File: config.mk
export PLATFORM = sky130hd
export DESIGN_NAME = station_ap_association_table_top_flat
export DESIGN_NICKNAME = d
export VERILOG_FILES = /design/src/rtl/sat_pkg.sv /design/src/rtl/sat_req_if.sv /design/src/rtl/sat_rsp_if.sv /design/src/rtl/sat_ram.sv /design/src/rtl/sat_ctrl.sv /design/src/rtl/station_ap_association_table_top.sv /design/src/flat_wrapper.sv
export VERILOG_INCLUDE_DIRS = /design/src /design/src/rtl
export SDC_FILE = /design/constraint.sdc
export NUM_CORES = 2
export LEC_CHECK = 0
export BUFFER_PORTS_ARGS = -buffer_cell sky130_fd_sc_hd__clkbuf_2
export CAP_MARGIN = 20
export CELL_PAD_IN_SITES_DETAIL_PLACEMENT = 0
export CELL_PAD_IN_SITES_GLOBAL_PLACEMENT = 1
export CORE_ASPECT_RATIO = 0.5
export CORE_UTILIZATION = 45
export DETAILED_ROUTE_END_ITERATION = 10
export PLACE_DENSITY = 0.62
export SLEW_MARGIN = 0
export SYNTH_ARGS = -nofsm -noshare
export SYNTH_HDL_FRONTEND = slang
export SYNTH_HIERARCHICAL = 1
export SYNTH_SLANG_ARGS = --single-unit
File: constraint.sdc
create_clock -name clk -period 29.9 [get_ports clk]
set_clock_uncertainty 0.15 [all_clocks]
set_input_delay 5.98 -clock clk [delete_from_list [all_inputs] [get_ports clk]]
set_output_delay 5.98 -clock clk [all_outputs]
set_load 0.05 [all_outputs]
File: src/rtl/station_ap_association_table_top_assert.svh
// Assertion macros for the station to access point association table.
`ifndef STATION_AP_ASSOCIATION_TABLE_TOP_ASSERT_SVH
`define STATION_AP_ASSOCIATION_TABLE_TOP_ASSERT_SVH
`ifndef SYNTHESIS
`define SAT_ASSERT_NOW(label, ante, cons) \
	label: assert property (@(posedge clk) disable iff (!arst_n) (ante) |-> (cons)) \
		else $error("association table check failed");
`define SAT_ASSERT_NEXT(label, ante, cons) \
	label: assert property (@(posedge clk) disable iff (!arst_n) (ante) |=> (cons)) \
		else $error("association table check failed");
`else
`define SAT_ASSERT_NOW(label, ante, cons)
`define SAT_ASSERT_NEXT(label, ante, cons)
`endif
`endif

File: src/rtl/sat_pkg.sv
// Shared types and constants of the station to access point association table.
package sat_pkg;

	localparam int MAC_W             = 48;
	localparam int STATION_SLOTS_DEF = 32;
	localparam int AP_SLOTS_DEF      = 16;

	localparam logic [1:0] MODE_ASSOC  = 2'd0;
	localparam logic [1:0] MODE_LOOKUP = 2'd1;
	localparam logic [1:0] MODE_LIST   = 2'd2;

	localparam logic [2:0] ST_OK        = 3'd0;
	localparam logic [2:0] ST_REASSOC   = 3'd1;
	localparam logic [2:0] ST_NOT_FOUND = 3'd2;
	localparam logic [2:0] ST_STA_FULL  = 3'd3;
	localparam logic [2:0] ST_AP_FULL   = 3'd4;

	typedef struct packed {
		logic [2:0]       status;
		logic [MAC_W-1:0] station;
		logic [MAC_W-1:0] ap;
		logic [5:0]       count;
		logic             last;
	} res_t;

endpackage

File: src/rtl/sat_req_if.sv
// Request channel of the association table.
interface sat_req_if import sat_pkg::*; ();
	logic             valid;
	logic             ready;
	logic [1:0]       mode;
	logic [MAC_W-1:0] client_mac;
	logic [MAC_W-1:0] ap_mac;

	modport source (output valid, mode, client_mac, ap_mac, input ready);
	modport sink (input valid, mode, client_mac, ap_mac, output ready);
endinterface

File: src/rtl/sat_rsp_if.sv
// Result channel of the association table.
interface sat_rsp_if import sat_pkg::*; ();
	logic             valid;
	logic             ready;
	logic [2:0]       status;
	logic [MAC_W-1:0] result_station;
	logic [MAC_W-1:0] result_ap;
	logic [5:0]       ap_count;
	logic             last;

	modport source (output valid, status, result_station, result_ap, ap_count, last,
		input ready);
	modport sink (input valid, status, result_station, result_ap, ap_count, last,
		output ready);
endinterface

File: src/rtl/sat_ram.sv
// Synchronous table memory with registered read and a used flag per entry.
module sat_ram import sat_pkg::*; #(
	parameter int DEPTH = STATION_SLOTS_DEF,
	parameter int WIDTH = MAC_W
) (
	input  logic                     clk,
	input  logic                     arst_n,
	input  logic                     rd_en,
	input  logic [$clog2(DEPTH)-1:0] rd_addr,
	output logic                     rd_used,
	output logic [WIDTH-1:0]         rd_data,
	input  logic                     wr_en,
	input  logic [$clog2(DEPTH)-1:0] wr_addr,
	input  logic [WIDTH-1:0]         wr_data
);

	logic [WIDTH-1:0] mem_q [DEPTH];
	logic [DEPTH-1:0] used_q;
	logic             rd_used_q;
	logic [WIDTH-1:0] rd_data_q;

	always_ff @(posedge clk) begin
		if (wr_en) begin
			mem_q[wr_addr] <= wr_data;
		end
		if (rd_en) begin
			rd_data_q <= mem_q[rd_addr];
		end
	end

	always_ff @(posedge clk or negedge arst_n) begin
		if (!arst_n) begin
			used_q    <= '0;
			rd_used_q <= 1'b0;
		end else begin
			if (wr_en) begin
				used_q[wr_addr] <= 1'b1;
			end
			if (rd_en) begin
				rd_used_q <= used_q[rd_addr];
			end
		end
	end

	assign rd_used = rd_used_q;
	assign rd_data = rd_data_q;

endmodule

File: src/rtl/sat_ctrl.sv
// Request sequencer: table scans, read-modify-write of counts and result output.
module sat_ctrl import sat_pkg::*; #(
	parameter int STATION_SLOTS = STATION_SLOTS_DEF,
	parameter int AP_SLOTS      = AP_SLOTS_DEF,
	localparam int SAW   = $clog2(STATION_SLOTS),
	localparam int AAW   = $clog2(AP_SLOTS),
	localparam int CNT_W = $clog2(STATION_SLOTS + 1),
	localparam int STA_W = MAC_W + AAW,
	localparam int AP_W  = MAC_W + CNT_W
) (
	input  logic             clk,
	input  logic             arst_n,
	sat_req_if.sink          req,
	sat_rsp_if.source        rsp,
	output logic             sta_rd_en,
	output logic [SAW-1:0]   sta_rd_addr,
	input  logic             sta_rd_used,
	input  logic [STA_W-1:0] sta_rd_data,
	output logic             sta_wr_en,
	output logic [SAW-1:0]   sta_wr_addr,
	output logic [STA_W-1:0] sta_wr_data,
	output logic             ap_rd_en,
	output logic [AAW-1:0]   ap_rd_addr,
	input  logic             ap_rd_used,
	input  logic [AP_W-1:0]  ap_rd_data,
	output logic             ap_wr_en,
	output logic [AAW-1:0]   ap_wr_addr,
	output logic [AP_W-1:0]  ap_wr_data
);

	localparam int IW = (SAW > AAW) ? SAW : AAW;
	localparam logic [IW:0] STA_LIM = (IW + 1)'(STATION_SLOTS);
	localparam logic [IW:0] AP_LIM  = (IW + 1)'(AP_SLOTS);

	localparam logic [3:0] S_IDLE  = 4'd0;
	localparam logic [3:0] S_SSCAN = 4'd1;
	localparam logic [3:0] S_ASCAN = 4'd2;
	localparam logic [3:0] S_ORD   = 4'd3;
	localparam logic [3:0] S_OWAIT = 4'd4;
	localparam logic [3:0] S_WR    = 4'd5;
	localparam logic [3:0] S_ARD   = 4'd6;
	localparam logic [3:0] S_AWAIT = 4'd7;
	localparam logic [3:0] S_LSCAN = 4'd8;
	localparam logic [3:0] S_EMIT  = 4'd9;

	logic [3:0]       state_q;
	logic [1:0]       mode_q;
	logic [MAC_W-1:0] sta_q;
	logic [MAC_W-1:0] apm_q;
	logic [IW:0]      scan_idx_q;
	logic             chk_vld_s1;
	logic [IW-1:0]    chk_idx_s1;
	logic             free_vld_q;
	logic [IW-1:0]    free_idx_q;
	logic             s_found_q;
	logic [SAW-1:0]   s_idx_q;
	logic [AAW-1:0]   old_slot_q;
	logic [AAW-1:0]   a_idx_q;
	logic [CNT_W-1:0] cnt_q;
	logic             pend_vld_q;
	logic [MAC_W-1:0] pend_mac_q;
	res_t             res_q;
	logic             out_vld_q;
	res_t             out_res_q;

	logic [MAC_W-1:0] sta_rd_mac;
	logic [AAW-1:0]   sta_rd_slot;
	logic [MAC_W-1:0] ap_rd_mac;
	logic [CNT_W-1:0] ap_rd_cnt;
	logic [CNT_W-1:0] cnt_dec;
	logic [CNT_W-1:0] cnt_inc;
	logic             scanning;
	logic [IW:0]      lim;
	logic             hit;
	logic             chk_used;
	logic             out_free;
	logic             stall;
	logic             issue;
	logic             scan_end;
	logic             out_ld;
	res_t             out_ld_res;

	assign sta_rd_mac  = sta_rd_data[STA_W-1:AAW];
	assign sta_rd_slot = sta_rd_data[AAW-1:0];
	assign ap_rd_mac   = ap_rd_data[AP_W-1:CNT_W];
	assign ap_rd_cnt   = ap_rd_data[CNT_W-1:0];
	assign cnt_dec     = (ap_rd_cnt != '0) ? ap_rd_cnt - 1'b1 : ap_rd_cnt;
	assign cnt_inc     = cnt_q + 1'b1;

	always_comb begin
		scanning = state_q inside {S_SSCAN, S_ASCAN, S_LSCAN};
		lim      = (state_q == S_ASCAN) ? AP_LIM : STA_LIM;
		chk_used = (state_q == S_ASCAN) ? ap_rd_used : sta_rd_used;
		case (state_q)
			S_SSCAN: hit = chk_vld_s1 && sta_rd_used && (sta_rd_mac == sta_q);
			S_ASCAN: hit = chk_vld_s1 && ap_rd_used && (ap_rd_mac == apm_q);
			S_LSCAN: hit = chk_vld_s1 && sta_rd_used && (sta_rd_slot == a_idx_q);
			default: hit = 1'b0;
		endcase
		out_free = !out_vld_q || rsp.ready;
		stall    = (state_q == S_LSCAN) && hit && pend_vld_q && !out_free;
		issue    = scanning && (scan_idx_q < lim) && !stall;
		scan_end = scanning && !chk_vld_s1 && (scan_idx_q == lim);
		out_ld   = ((state_q == S_EMIT) && out_free) ||
			((state_q == S_LSCAN) && hit && pend_vld_q && out_free);
		if (state_q == S_EMIT) begin
			out_ld_res = res_q;
		end else begin
			out_ld_res = '{ST_OK, pend_mac_q, apm_q, 6'(cnt_q), 1'b0};
		end
	end

	always_comb begin
		sta_rd_en   = issue && (state_q != S_ASCAN);
		sta_rd_addr = scan_idx_q[SAW-1:0];
		sta_wr_en   = (state_q == S_WR);
		sta_wr_addr = s_idx_q;
		sta_wr_data = {sta_q, a_idx_q};
		ap_rd_en    = (issue && (state_q == S_ASCAN)) || (state_q == S_ORD) ||
			(state_q == S_ARD);
		ap_rd_addr  = (state_q == S_ASCAN) ? scan_idx_q[AAW-1:0] : old_slot_q;
		ap_wr_en    = ((state_q == S_OWAIT) && (old_slot_q != a_idx_q)) ||
			(state_q == S_WR);
		if (state_q == S_WR) begin
			ap_wr_addr = a_idx_q;
			ap_wr_data = {apm_q, cnt_inc};
		end else begin
			ap_wr_addr = old_slot_q;
			ap_wr_data = {ap_rd_mac, cnt_dec};
		end
	end

	always_ff @(posedge clk) begin
		if (state_q == S_IDLE && req.valid) begin
			mode_q <= req.mode;
			sta_q  <= req.client_mac;
			apm_q  <= req.ap_mac;
		end
		if (issue) begin
			chk_idx_s1 <= scan_idx_q[IW-1:0];
		end
		if (scanning && chk_vld_s1 && !chk_used && !free_vld_q) begin
			free_idx_q <= chk_idx_s1;
		end
		if (out_ld) begin
			out_res_q <= out_ld_res;
		end
		case (state_q)
			S_SSCAN: begin
				if (hit) begin
					s_found_q  <= 1'b1;
					s_idx_q    <= chk_idx_s1[SAW-1:0];
					old_slot_q <= sta_rd_slot;
				end else if (scan_end) begin
					s_found_q <= 1'b0;
					s_idx_q   <= free_idx_q[SAW-1:0];
					if (mode_q == MODE_LOOKUP) begin
						res_q <= '{ST_NOT_FOUND, sta_q, '0, '0, 1'b1};
					end else begin
						res_q <= '{ST_STA_FULL, sta_q, apm_q, '0, 1'b1};
					end
				end
			end
			S_ASCAN: begin
				if (hit) begin
					a_idx_q <= chk_idx_s1[AAW-1:0];
					cnt_q   <= ap_rd_cnt;
				end else if (scan_end) begin
					a_idx_q <= free_idx_q[AAW-1:0];
					cnt_q   <= '0;
					if (mode_q == MODE_LIST) begin
						res_q <= '{ST_NOT_FOUND, '0, apm_q, '0, 1'b1};
					end else begin
						res_q <= '{ST_AP_FULL, sta_q, apm_q, '0, 1'b1};
					end
				end
			end
			S_OWAIT: begin
				if (old_slot_q == a_idx_q) begin
					cnt_q <= cnt_dec;
				end
			end
			S_WR: begin
				res_q <= '{(s_found_q ? ST_REASSOC : ST_OK), sta_q, apm_q,
					6'(cnt_inc), 1'b1};
			end
			S_AWAIT: begin
				res_q <= '{ST_OK, sta_q, ap_rd_mac, 6'(ap_rd_cnt), 1'b1};
			end
			S_LSCAN: begin
				if (hit && !stall) begin
					pend_mac_q <= sta_rd_mac;
				end else if (scan_end) begin
					if (pend_vld_q) begin
						res_q <= '{ST_OK, pend_mac_q, apm_q, 6'(cnt_q), 1'b1};
					end else begin
						res_q <= '{ST_NOT_FOUND, '0, apm_q, '0, 1'b1};
					end
				end
			end
			default: begin
			end
		endcase
	end

	always_ff @(posedge clk or negedge arst_n) begin
		if (!arst_n) begin
			state_q    <= S_IDLE;
			scan_idx_q <= '0;
			chk_vld_s1 <= 1'b0;
			free_vld_q <= 1'b0;
			pend_vld_q <= 1'b0;
			out_vld_q  <= 1'b0;
		end else begin
			if (out_ld) begin
				out_vld_q <= 1'b1;
			end else if (rsp.ready) begin
				out_vld_q <= 1'b0;
			end
			if (issue) begin
				scan_idx_q <= scan_idx_q + 1'b1;
				chk_vld_s1 <= 1'b1;
			end else if (!stall) begin
				chk_vld_s1 <= 1'b0;
			end
			if (scanning && chk_vld_s1 && !chk_used && !free_vld_q) begin
				free_vld_q <= 1'b1;
			end
			case (state_q)
				S_IDLE: begin
					scan_idx_q <= '0;
					chk_vld_s1 <= 1'b0;
					free_vld_q <= 1'b0;
					pend_vld_q <= 1'b0;
					if (req.valid) begin
						case (req.mode)
							MODE_ASSOC, MODE_LOOKUP: state_q <= S_SSCAN;
							MODE_LIST: state_q <= S_ASCAN;
							default: state_q <= S_IDLE;
						endcase
					end
				end
				S_SSCAN: begin
					if (hit || scan_end) begin
						scan_idx_q <= '0;
						chk_vld_s1 <= 1'b0;
						free_vld_q <= 1'b0;
					end
					if (hit) begin
						state_q <= (mode_q == MODE_LOOKUP) ? S_ARD : S_ASCAN;
					end else if (scan_end) begin
						if (mode_q == MODE_LOOKUP || !free_vld_q) begin
							state_q <= S_EMIT;
						end else begin
							state_q <= S_ASCAN;
						end
					end
				end
				S_ASCAN: begin
					if (hit || scan_end) begin
						scan_idx_q <= '0;
						chk_vld_s1 <= 1'b0;
						free_vld_q <= 1'b0;
					end
					if (hit) begin
						if (mode_q == MODE_LIST) begin
							state_q <= S_LSCAN;
						end else begin
							state_q <= s_found_q ? S_ORD : S_WR;
						end
					end else if (scan_end) begin
						if (mode_q == MODE_LIST || !free_vld_q) begin
							state_q <= S_EMIT;
						end else begin
							state_q <= s_found_q ? S_ORD : S_WR;
						end
					end
				end
				S_ORD: state_q <= S_OWAIT;
				S_OWAIT: state_q <= S_WR;
				S_WR: state_q <= S_EMIT;
				S_ARD: state_q <= S_AWAIT;
				S_AWAIT: state_q <= S_EMIT;
				S_LSCAN: begin
					if (hit && !stall) begin
						pend_vld_q <= 1'b1;
					end else if (scan_end) begin
						scan_idx_q <= '0;
						state_q    <= S_EMIT;
					end
				end
				S_EMIT: begin
					if (out_free) begin
						state_q <= S_IDLE;
					end
				end
				default: state_q <= S_IDLE;
			endcase
		end
	end

	assign req.ready          = (state_q == S_IDLE);
	assign rsp.valid          = out_vld_q;
	assign rsp.status         = out_res_q.status;
	assign rsp.result_station = out_res_q.station;
	assign rsp.result_ap      = out_res_q.ap;
	assign rsp.ap_count       = out_res_q.count;
	assign rsp.last           = out_res_q.last;

endmodule

File: src/rtl/station_ap_association_table_top.sv
// Top level of the station to access point association table.
// One request at a time; each table search reads one memory entry per cycle,
// except that a list scan holds while a found station waits on a busy output.
// The next request is accepted in the cycle after the last result loads into the output register.
// Asynchronous reset clears the used flags of both tables, the state, the scan index and the valid flags.
`include "station_ap_association_table_top_assert.svh"
module station_ap_association_table_top import sat_pkg::*; #(
	parameter int STATION_SLOTS = STATION_SLOTS_DEF,
	parameter int AP_SLOTS      = AP_SLOTS_DEF
) (
	input logic       clk,
	input logic       arst_n,
	sat_req_if.sink   req,
	sat_rsp_if.source rsp
);

	localparam int SAW   = $clog2(STATION_SLOTS);
	localparam int AAW   = $clog2(AP_SLOTS);
	localparam int CNT_W = $clog2(STATION_SLOTS + 1);
	localparam int STA_W = MAC_W + AAW;
	localparam int AP_W  = MAC_W + CNT_W;

	logic             sta_rd_en;
	logic [SAW-1:0]   sta_rd_addr;
	logic             sta_rd_used;
	logic [STA_W-1:0] sta_rd_data;
	logic             sta_wr_en;
	logic [SAW-1:0]   sta_wr_addr;
	logic [STA_W-1:0] sta_wr_data;
	logic             ap_rd_en;
	logic [AAW-1:0]   ap_rd_addr;
	logic             ap_rd_used;
	logic [AP_W-1:0]  ap_rd_data;
	logic             ap_wr_en;
	logic [AAW-1:0]   ap_wr_addr;
	logic [AP_W-1:0]  ap_wr_data;

	sat_ram #(
		.DEPTH(STATION_SLOTS),
		.WIDTH(STA_W)
	) u_sta_ram (
		.clk(clk),
		.arst_n(arst_n),
		.rd_en(sta_rd_en),
		.rd_addr(sta_rd_addr),
		.rd_used(sta_rd_used),
		.rd_data(sta_rd_data),
		.wr_en(sta_wr_en),
		.wr_addr(sta_wr_addr),
		.wr_data(sta_wr_data)
	);

	sat_ram #(
		.DEPTH(AP_SLOTS),
		.WIDTH(AP_W)
	) u_ap_ram (
		.clk(clk),
		.arst_n(arst_n),
		.rd_en(ap_rd_en),
		.rd_addr(ap_rd_addr),
		.rd_used(ap_rd_used),
		.rd_data(ap_rd_data),
		.wr_en(ap_wr_en),
		.wr_addr(ap_wr_addr),
		.wr_data(ap_wr_data)
	);

	sat_ctrl #(
		.STATION_SLOTS(STATION_SLOTS),
		.AP_SLOTS(AP_SLOTS)
	) u_ctrl (
		.clk(clk),
		.arst_n(arst_n),
		.req(req),
		.rsp(rsp),
		.sta_rd_en(sta_rd_en),
		.sta_rd_addr(sta_rd_addr),
		.sta_rd_used(sta_rd_used),
		.sta_rd_data(sta_rd_data),
		.sta_wr_en(sta_wr_en),
		.sta_wr_addr(sta_wr_addr),
		.sta_wr_data(sta_wr_data),
		.ap_rd_en(ap_rd_en),
		.ap_rd_addr(ap_rd_addr),
		.ap_rd_used(ap_rd_used),
		.ap_rd_data(ap_rd_data),
		.ap_wr_en(ap_wr_en),
		.ap_wr_addr(ap_wr_addr),
		.ap_wr_data(ap_wr_data)
	);

	`SAT_ASSERT_NOW(a_err_single, rsp.valid && (rsp.status != ST_OK), rsp.last)
	`SAT_ASSERT_NOW(a_miss_no_count, rsp.valid && (rsp.status == ST_NOT_FOUND), rsp.ap_count == '0)
	`SAT_ASSERT_NOW(a_full_no_count, rsp.valid && (rsp.status > ST_NOT_FOUND), rsp.ap_count == '0)
	`SAT_ASSERT_NEXT(a_busy_after_req, req.valid && req.ready && (req.mode <= MODE_LIST), !req.ready)

endmodule
File: src/flat_wrapper.sv
// flat-port wrapper written by rule: the top's interface ports become plain ports
module station_ap_association_table_top_flat import sat_pkg::*;
#(
	parameter int STATION_SLOTS = STATION_SLOTS_DEF,
	parameter int AP_SLOTS      = AP_SLOTS_DEF
)
  (clk, arst_n, req_valid, req_mode, req_client_mac, req_ap_mac, req_ready, rsp_valid, rsp_status, rsp_result_station, rsp_result_ap, rsp_ap_count, rsp_last, rsp_ready);
  sat_req_if req_i ();
  sat_rsp_if rsp_i ();
  input logic clk;
  input logic arst_n;
  input wire logic [$bits(req_i.valid)-1:0] req_valid;
  input wire logic [$bits(req_i.mode)-1:0] req_mode;
  input wire logic [$bits(req_i.client_mac)-1:0] req_client_mac;
  input wire logic [$bits(req_i.ap_mac)-1:0] req_ap_mac;
  output wire logic [$bits(req_i.ready)-1:0] req_ready;
  output wire logic [$bits(rsp_i.valid)-1:0] rsp_valid;
  output wire logic [$bits(rsp_i.status)-1:0] rsp_status;
  output wire logic [$bits(rsp_i.result_station)-1:0] rsp_result_station;
  output wire logic [$bits(rsp_i.result_ap)-1:0] rsp_result_ap;
  output wire logic [$bits(rsp_i.ap_count)-1:0] rsp_ap_count;
  output wire logic [$bits(rsp_i.last)-1:0] rsp_last;
  input wire logic [$bits(rsp_i.ready)-1:0] rsp_ready;
  assign req_i.valid = req_valid;
  assign req_i.mode = req_mode;
  assign req_i.client_mac = req_client_mac;
  assign req_i.ap_mac = req_ap_mac;
  assign req_ready = req_i.ready;
  assign rsp_valid = rsp_i.valid;
  assign rsp_status = rsp_i.status;
  assign rsp_result_station = rsp_i.result_station;
  assign rsp_result_ap = rsp_i.result_ap;
  assign rsp_ap_count = rsp_i.ap_count;
  assign rsp_last = rsp_i.last;
  assign rsp_i.ready = rsp_ready;
  station_ap_association_table_top #(.STATION_SLOTS(STATION_SLOTS), .AP_SLOTS(AP_SLOTS)) u_core (.clk(clk), .arst_n(arst_n), .req(req_i), .rsp(rsp_i));
endmodule
==> impl_metrics.env <==
export IMPL_cts_setup_buffers=0
export IMPL_start_kind="flop"
export IMPL_hold_viol_final=0
export IMPL_overflow=0
export IMPL_setup_viol=0
export IMPL_rsz0062_at_grt="no"
export IMPL_hold_worst_slack_ns=0.306
export IMPL_post_route_cell_area_sq_um=133000
export IMPL_drc_errors=0
export IMPL_dp_slack_ns=20.79
export IMPL_tightest_slew_ns=1.15
export IMPL_grt_max_degree=144
export IMPL_cts_num_sinks=3085
export IMPL_gp_congestion=0.775
export IMPL_cap_viol_max_count=0
export IMPL_yosys_warnings=6
export IMPL_cts_tree="built"
export IMPL_slew_headroom=0.224
export IMPL_clk_pin_slew_worst_paths_ns=0.07
export IMPL_hold_depth=0
export IMPL_p_leak_nw=42.0
export IMPL_syn_avg_cell_area_sq_um=23.2
export IMPL_syn_area_sq_um=118000
export IMPL_ant_nets=0
export IMPL_syn_to_final_growth_pct=12.7
export IMPL_hold_class="flop to flop"
export IMPL_wl_um=305000
export IMPL_cts_resized=0
export IMPL_crit_required_ns=23.77
export IMPL_htree_levels=5
export IMPL_vias_per_cell=6.04
export IMPL_grt_pass1_vias=57900
export IMPL_crit_type="flop to output port"
export IMPL_postSynthCellCount=5106
export IMPL_setup_ws_ns=21.30
export IMPL_die_h_um=365
export IMPL_synthDistinctLibCells=69
export IMPL_finalCritPeriodShare=0.288
export IMPL_num_nets_final=5638
export IMPL_core_area_sq_um=260000
export IMPL_drive_gt1_frac=0.320
export IMPL_initial_utilization=0.455
export IMPL_min_period_ns=8.60
export IMPL_clkLatencyLatePin_ns=0.89
export IMPL_ir_drop_uv=58.8
export IMPL_antenna_found_initial=3
export IMPL_powerDensity_nw_per_um2=81.8
export IMPL_slew_viol_final=0
export IMPL_ys_ff_latch=3085
export IMPL_grt_usage=0.230
export IMPL_dp_hpwl_um=160000
export IMPL_std_cell_rows=132
export IMPL_io_pins=210
export IMPL_run_status="completed"
export IMPL_ys_async_sr_fraction=0.0207
export IMPL_layout_cells_non_filler=9224
export IMPL_numCtsBuffers=280
export IMPL_dpl_cell_count=8721
export IMPL_synth_edff_count=3021
export IMPL_synthFlopType="edfxtp_1"
export IMPL_critPathCaptureType="output port"
export IMPL_path_max_fanout=24
export IMPL_grt_pass1_wl_um=433000
export IMPL_utilization=0.513
export IMPL_dr_pass1_iters=5
export IMPL_wl_per_cell_um=33.1
export IMPL_die_area_sq_um=265000
export IMPL_synth_nets=5215
export IMPL_power_mw=10.9
export IMPL_reg2reg_depth=7
export IMPL_fin_tns_setup_ns=0
export IMPL_cts_hold_buf=0
export IMPL_drt_iter0_markers=5881
export IMPL_cts_root_buffer="clkbuf_16"
export IMPL_clk_path_buf_depth=4
export IMPL_fp_dieW_um=727
export IMPL_via_count=55700
export IMPL_numPortBuffers=209
export IMPL_fmax_mhz=116
export IMPL_placed_area_sq_um=124000
export IMPL_yosysSeqAreaShare=0.780
export IMPL_critPathArrivalTime_ns=2.47
final cells by class:
| cell class | count | area [sq um] |
|---|---|---|
| repair buffers | 391 | 2660 |
| clock buffers | 346 | 7420 |
| flip-flops and latches | 3085 | 92300 |
| multi-input cells | 1758 | 25200 |
| diodes | 1 | 2.50 |
| inverters | 13 | 51.3 |
| clock inverters | 146 | 1380 |
| fillers | 20300 | 127000 |
| well taps | 3484 | 4360 |
placed cells by master, fill, tap and decap left out, types with 8 or more instances in the layout:
cell type,Yosys,routed
mux2_2,159,155
nand3_1,11,10
inv_1,11,10
nor3_1,14,8
nor4_1,16,15
bufinv_16,0,21
nor2_4,0,46
clkinvlp_4,0,10
mux2i_1,20,20
or2_2,18,18
clkinv_2,0,51
nand4_1,24,24
a22o_1,98,98
o21ai_0,21,20
buf_16,0,8
clkbuf_1,140,57
clkbuf_2,0,208
xor2_1,57,57
nor2_1,83,37
nand2_1,219,218
a21oi_1,16,16
nand3b_1,8,8
mux4_2,794,794
clkbuf_16,0,287
edfxtp_1,3021,3021
dfrtp_1,64,59
clkinv_1,0,42
or2_1,32,32
buf_4,31,168
inv_6,0,8
xnor2_1,62,62
flip-flops by register name, summed over array words and instances, names as in the netlist, 5 cells and up:
| register | count |
|---|---|
| u_core/u_ctrl/pend_mac_q | 48 |
| u_core/u_ctrl/sta_q | 48 |
| u_core/u_ap_ram/rd_data | 54 |
| u_core/u_ctrl/rsp.ap_count | 6 |
| u_core/u_ctrl/chk_idx_s1 | 5 |
| u_core/u_ctrl/res_q | 105 |
| u_core/u_ctrl/sta_wr_addr | 5 |
| u_core/u_ctrl/scan_idx_q | 6 |
| u_core/u_sta_ram/rd_data | 52 |
| u_core/u_ap_ram/used_q | 16 |
| u_core/u_ctrl/rsp.result_station | 48 |
| u_core/u_ctrl/cnt_q | 6 |
| u_core/u_sta_ram/mem_q | 1664 |
| u_core/u_ctrl/apm_q | 48 |
| u_core/u_ctrl/rsp.result_ap | 48 |
| u_core/u_ap_ram/mem_q | 864 |
| u_core/u_sta_ram/used_q | 32 |
| u_core/u_ctrl/free_idx_q | 5 |
cell usage after synthesis (22+ instances only):
| library cell | count | area [sq um] |
|---|---|---|
| buf_1 | 22 | 82.6 |
| or2_1 | 32 | 200 |
| buf_2 | 38 | 190 |
| xnor2_1 | 62 | 543 |
| nand4_1 | 24 | 150 |
| nand2_1 | 219 | 822 |
| nor2_1 | 83 | 312 |
| xor2_1 | 57 | 499 |
| mux4_2 | 794 | 17900 |
| mux2_2 | 159 | 1790 |
| edfxtp_1 | 3021 | 90700 |
| dfrtp_1 | 64 | 1600 |
| buf_4 | 31 | 233 |
| a22o_1 | 98 | 858 |
| clkbuf_1 | 140 | 526 |
path summary, 6_finish.rpt:
path / start / end / slack, ns
max reg2reg: u_core/u_ctrl/scan_idx_q[1]$_DFF_PN0_ / u_core/u_sta_ram/rd_data[19]$_DFFE_PP_ / 23.62
max: u_core/u_ctrl/state_q[0]$_DFFE_PN0P_ / req_ready / 21.30
min: u_core/u_ctrl/chk_idx_s1[0]$_DFFE_PN_ / u_core/u_ctrl/free_idx_q[0]$_DFFE_PP_ / 0.31
max in group asynchronous: arst_n / u_core/u_ctrl/scan_idx_q[3]$_DFF_PN0_ / 23.86
min reg2reg: u_core/u_ctrl/chk_idx_s1[0]$_DFFE_PN_ / u_core/u_ctrl/free_idx_q[0]$_DFFE_PP_ / 0.31
min in group asynchronous: arst_n / u_core/u_ap_ram/used_q[0]$_DFFE_PN0P_ / 5.08
worst max-delay path: stages, from the launching register on:
cell and delay (ns):
dfrtp_1 0.68, nor2_1 0.40, nand2_1 0.18, inv_1 0.09, clkbuf_2 0.27
report_power, final:
| part | switching (mW) | internal, mW | total [mW] |
|---|---|---|---|
| registers | 0.159 | 5.14 | 5.30 |
| clock network | 1.60 | 1.96 | 3.56 |
| logic | 1.19 | 0.868 | 2.05 |
| total | 2.94 | 7.97 | 10.9 |
routing by layer:
layer | part of all wire | wire length [um] | GRT usage | vias up
met5 | 0 | 0 | 0 | -
met4 | 0.020 | 6130 | 0.0480 | 0
met3 | 0.059 | 18100 | 0.0325 | 395
met2 | 0.49 | 148000 | 0.378 | 1943
met1 | 0.43 | 133000 | 0.333 | 31000
li1 | - | - | - | 22400
cell families after synthesis:
| family | after synthesis | synth area share |
|---|---|---|
| flops | 3085 | 0.780 |
| simple gates | 476 | 0.0190 |
| xor+xnor | 119 | 0.00881 |
| buf+inv | 263 | 0.0110 |
| compound gates | 183 | 0.0123 |
| mux | 973 | 0.168 |
| fa+ha+maj | 7 | 0.000740 |
No activity file was read; power rests on OpenSTA's default activity.
